### config.mk
export PLATFORM = sky130hd
export DESIGN_NAME = mgrad_outq
export DESIGN_NICKNAME = d
export VERILOG_FILES = /design/src/mgrad_pkg.sv /design/src/mgrad_outq.sv
export SDC_FILE = /design/constraint.sdc
export NUM_CORES = 1
export LEC_CHECK = 0
export BUFFER_PORTS_ARGS = -buffer_cell sky130_fd_sc_hd__buf_2
export CORE_ASPECT_RATIO = 1.2
export CORE_MARGIN = 2
export CORE_UTILIZATION = 40
export CTS_CLUSTER_DIAMETER = 80
export DETAILED_ROUTE_END_ITERATION = 10
export SLEW_MARGIN = 20
export SYNTH_ARGS = -nofsm -noshare
export SYNTH_HDL_FRONTEND = slang
export SYNTH_SLANG_ARGS = --single-unit
export TNS_END_PERCENT = 5
### constraint.sdc
create_clock -name clk -period 10.1 [get_ports clk]
set_clock_uncertainty 0.15 [all_clocks]
set_input_delay 1.01 -clock clk [delete_from_list [all_inputs] [get_ports clk]]
set_output_delay 1.01 -clock clk [all_outputs]
set_load 0.02 [all_outputs]
### src/mgrad_pkg.sv
// shared constants, types and the window gradient function of the gradient block
package mgrad_pkg;

	localparam int MAX_COLS   = 1024;
	localparam int MAX_ROWS   = 4096;
	localparam int PIX_W      = 8;
	localparam int COL_W      = 10;
	localparam int ROW_W      = 12;
	localparam int CFG_DATA_W = 13;
	localparam int CFG_IDX_W  = 2;
	localparam int MAX_RES    = 4;
	localparam int RES_CNT_W  = 3;
	localparam int OQ_DEPTH   = 8;
	localparam int OQ_AW      = 3;
	localparam int OQ_CNT_W   = 4;

	localparam logic [CFG_IDX_W-1:0] REG_FRAME_ROWS = 2'd0;
	localparam logic [CFG_IDX_W-1:0] REG_FRAME_COLS = 2'd1;

	localparam logic [ROW_W-1:0] RST_LAST_ROW = 12'd479;
	localparam logic [COL_W-1:0] RST_LAST_COL = 10'd639;

	typedef struct packed {
		logic [ROW_W-1:0] last_row;
		logic [COL_W-1:0] last_col;
		logic             restart;
	} mgrad_cfg_t;

	typedef struct packed {
		logic [PIX_W-1:0] grad;
		logic [ROW_W-1:0] row;
		logic [COL_W-1:0] col;
		logic             last;
		logic             eof;
	} res_word_t;

	typedef struct packed {
		logic [MAX_RES-1:0]            vld;
		res_word_t [MAX_RES-1:0]       w;
	} res_bundle_t;

	// max minus min over the window cells picked by the column and row masks
	function automatic logic [PIX_W-1:0] grad3x3(
		input logic [8:0][PIX_W-1:0] win,
		input logic [2:0]            col_m,
		input logic [2:0]            row_m
	);
		logic [2:0][PIX_W-1:0] rlo;
		logic [2:0][PIX_W-1:0] rhi;
		logic [PIX_W-1:0]      lo;
		logic [PIX_W-1:0]      hi;
		logic                  any;
		lo  = '1;
		hi  = '0;
		any = 1'b0;
		for (int k = 0; k < 3; k++) begin
			rlo[k] = '1;
			rhi[k] = '0;
			for (int j = 0; j < 3; j++) begin
				if (col_m[j]) begin
					if (win[k*3+j] < rlo[k]) rlo[k] = win[k*3+j];
					if (win[k*3+j] > rhi[k]) rhi[k] = win[k*3+j];
				end
			end
		end
		for (int k = 0; k < 3; k++) begin
			if (row_m[k] && (col_m != 3'b000)) begin
				any = 1'b1;
				if (rlo[k] < lo) lo = rlo[k];
				if (rhi[k] > hi) hi = rhi[k];
			end
		end
		return any ? (hi - lo) : '0;
	endfunction

endpackage

### src/mgrad_outq.sv
// result queue: takes up to four words a push, hands out one per clock if ready
module mgrad_outq (
	input  logic                   clk,
	input  logic                   arst_n,
	input  logic                   push,
	input  mgrad_pkg::res_bundle_t bundle,
	output logic                   space_ok,
	output logic                   out_valid,
	input  logic                   out_ready,
	output mgrad_pkg::res_word_t   head
);

	localparam int AW = mgrad_pkg::OQ_AW;
	localparam int NW = mgrad_pkg::OQ_CNT_W;
	localparam int RC = mgrad_pkg::RES_CNT_W;

	mgrad_pkg::res_word_t ent_q [mgrad_pkg::OQ_DEPTH];
	logic [AW-1:0] wr_ptr_q;
	logic [AW-1:0] rd_ptr_q;
	logic [NW-1:0] cnt_q;
	logic [AW-1:0] wa [mgrad_pkg::MAX_RES];
	logic [RC-1:0] npush;
	logic          pop;

	always_comb begin
		npush = '0;
		for (int k = 0; k < mgrad_pkg::MAX_RES; k++) begin
			wa[k] = wr_ptr_q + AW'(npush);
			if (bundle.vld[k]) npush = npush + RC'(1);
		end
	end

	assign pop       = out_valid && out_ready;
	assign out_valid = (cnt_q != '0);
	assign head      = ent_q[rd_ptr_q];
	assign space_ok  = (cnt_q <= NW'(mgrad_pkg::OQ_DEPTH - mgrad_pkg::MAX_RES));

	always_ff @(posedge clk) begin
		if (push) begin
			for (int k = 0; k < mgrad_pkg::MAX_RES; k++) begin
				if (bundle.vld[k]) ent_q[wa[k]] <= bundle.w[k];
			end
		end
	end

	always_ff @(posedge clk or negedge arst_n) begin
		if (!arst_n) begin
			wr_ptr_q <= '0;
			rd_ptr_q <= '0;
			cnt_q    <= '0;
		end else begin
			if (push) wr_ptr_q <= wr_ptr_q + AW'(npush);
			if (pop) rd_ptr_q <= rd_ptr_q + AW'(1);
			cnt_q <= cnt_q + (push ? NW'(npush) : NW'(0)) - (pop ? NW'(1) : NW'(0));
		end
	end

	a_no_overflow : assert property (@(posedge clk) disable iff (!arst_n)
		cnt_q <= NW'(mgrad_pkg::OQ_DEPTH))
		else $error("result queue overfilled");

	a_empty_ptrs : assert property (@(posedge clk) disable iff (!arst_n)
		(cnt_q == '0) |-> (wr_ptr_q == rd_ptr_q))
		else $error("pointers differ on an empty queue");

endmodule

==> results.toml <==
[synth]
syn_area_um2 = 19840
ys.warnings.count = 0
ys_seq_area_share_pct = 40.00
synth-async-reset-ratio_pct = 3.759
syn_nets = 2283
synth_edf_count = 256
synthDistinctLibCells = 41
synth_flop_cell = "edfxtp_1"
ys_seq_elements = 266
yosys-top-cells-count = "nor3_1, edfxtp_1, a211oi_1"
ys_top_cells_by_area = "edfxtp_1, a211oi_1, mux4_2"
synth.top_cell.area_share_pct = 38.74
syn-instance-count = 2128
yosysTopAreaCell = "edfxtp_1"
synth_most_common_cell = "nor3_1"
synth_area_per_cell_um2 = 9.325

[finish]
syn_to_final_growth_pct = 8.915
fill_cells = 4627
multi_input_comb_area_um2 = 10680
drive_gt1_share_pct = 19.94
nets = 2187
n_antenna_cell = 0
register_area_um2 = 7944

[clock_network]
clk_latency_ns = 0.58
cts.sinks = 266
cts_root_buf = "clkbuf_16"
post_cts_resized = 0
h-tree-depth = 1
cts_tree = "yes"
clock_path_buffers = 3
postCtsHoldBufs = 0
cts_setup_buffers = 0
numCtsBuffers = 30
clk_pin_slew_ns = 0.06

[floorplanning]
die_y_um = 248.0
placementRows = 89
start_util_pct = 40.41
die_x_um = 207.3
core_area_um2 = 49110
dieArea_um2 = 51410
io_pins = 170

[worst_setup_path]
rr_startpoint = "wr_ptr_q[0]$_DFFE_PN0P_"
r2r_cells = 9
r2r-end = "ent_q[6][9]$_DFFE_PP_"
crit_arrival_ns = 5.58
worstSetupPathType = "in -> reg"
crit_fanout = 70
required_ns = 10.21
crit_path_end_kind = "flip-flop"
cp-start-kind = "input pin"
reg2reg_slack_ns = 5.30

[timing]
drv_slew = 0
rsz0062_at_grt = "false"
hold_viol = 0
fin_crit_ns = 5.470
finalCritPeriodShare_pct = 54.16
max_slew_margin_pct = 22.17
max_freq_ghz = 0.1828
fin_ws_ns = 4.630
fin_tns_setup_ns = 0
worstMarginPinSlew_ns = 1.168
setup_viol = 0

[grt]
grt_use_total_pct = 31.77
grt_pass1_vias = 19360
antenna_found_initial = 2
overflow = 0
grt_max_degree = 96
grt_pass1_wl_mm = 124.7

[route]
ant_nets = 0
wl_per_cell_um = 31.32
drt_iter0_drc = 2857
finalWirelength_mm = 84.34
drt_first_pass_iters = 8
dr_total_vias = 19627
drt-vias-per-instance = 7.288
route.detailed.drc = 0

[power_and_ir_drop]
powerDensity_nw_per_um2 = 324.3
power_frac_clock_pct = 15.6
swShare_pct = 48.71
seqPwrFrac_pct = 28.9
power.leakage_nw = 6.624
p_comb_share_pct = 55.5
ir_drop_mv = 0.3585
p_int_w = 0.003594
p_sw_w = 0.003414

[placed_design]
pre_cts_slack_ns = 4.055
numPortBuffers = 169
gp_congestion = 0.8384
dp_hpwl_mm = 47.65

[status]
status = "complete, no violations"

[run]
cap_violations = 0

[min_path]
hold_class = "in -> async"
## logic make-up after synthesis
kind of cell | after synthesis | synth area share [%]
XOR/XNOR | 17 | 0.9773
AO/OA/AOI/OAI | 586 | 22.20
flip-flops | 266 | 40.00
adder cells (fa/ha/maj) | 19 | 1.349
buffers and inverters | 357 | 7.415
multiplexers | 101 | 9.357
AND/OR/NAND/NOR | 782 | 18.70
## critical path, cell delays in order
cell,delay (ns)
buf_2,0.16
inv_1,0.06
ha_1,0.35
xor2_1,0.19
ha_1,0.21
fa_1,0.43
xor2_2,0.38
xnor2_4,0.16
buf_4,0.71
buf_4,0.82
nand2_1,0.16
nand3_2,0.47
buf_4,0.41
## worst max-delay path by stage
| stage | from | endpoint | slack, ns | cells past startpoint |
|---|---|---|---|---|
| after CTS | bundle[129] | ent_q[6][6]$_DFFE_PP_ | 4.66 | 13 |
| after global routing | bundle[129] | ent_q[6][9]$_DFFE_PP_ | 4.42 | 13 |
| final | bundle[129] | ent_q[6][9]$_DFFE_PP_ | 4.63 | 13 |
| after global placement | bundle[129] | ent_q[6][0]$_DFFE_PP_ | 4.12 | 13 |
| after floorplan | bundle[128] | ent_q[6][0]$_DFFE_PP_ | 5.49 | 11 |
| after detailed placement | bundle[129] | ent_q[6][2]$_DFFE_PP_ | 4.05 | 13 |
## stage by stage
stage / area [µm²] / instances / hold slack, ns / power [W] / util [%]
detailed placement: 20640 / 2636 / 0.3923 / 0.005831 / 42.03
finish: 21610 / 2693 / 0.1286 / 0.007008 / 44.01
global placement: 20640 / 2636 / 0.3436 / 0.005761 / 42.03
CTS: 21590 / 2692 / 0.1318 / 0.006908 / 43.96
global route: 21610 / 2693 / 0.1496 / 0.007267 / 44.01
floorplan: 19840 / 2128 / 0.3294 / 0.004538 / -
## power groups by stage
stage                     sequential [W]  combinational (W)  clock (W)
after floorplan                  0.00188            0.00266          0
after global placement           0.00204            0.00372          0
after detailed placement         0.00205            0.00378          0
after CTS                        0.00203            0.00379    0.00109
after global routing             0.00206            0.00407    0.00113
final                            0.00202            0.00389    0.00110
## layer usage
layer | track usage, % | vias up | wire length [µm]
met5 | 0 | - | 27
met3 | 6.567 | 353 | 9454
met1 | 40.08 | 9536 | 31220
met4 | 16.53 | 4 | 4385
li1 | - | 8092 | -
met2 | 51.72 | 1642 | 39250
## cells in the final DEF, fill, tap and decap left out, types with 36 or more instances in the layout
master,n
nand2_1,50
nor3_1,256
nor2_1,199
mux2_2,36
nand3_1,196
o2bb2ai_1,64
buf_2,169
edfxtp_1,256
o22ai_1,64
o31ai_1,192
buf_4,42
a211oi_1,255
mux4_2,64
## sequential cells by signal, indices dropped and copies added, names as in the netlist
name      cells
wr_ptr_q      3
cnt_q         4
rd_ptr_q      3
ent_q       256
## layout make-up
cell class | count | share of cell area [%]
clock inverter | 23 | 0.7526
tap | 637 | 3.688
multi-input combinational | 1505 | 49.42
sequential | 266 | 36.75
timing repair buffer | 212 | 5.465
clock buffer | 33 | 3.624
inverter | 17 | 0.2952
Note: power is estimated with default switching activity, not from simulation.
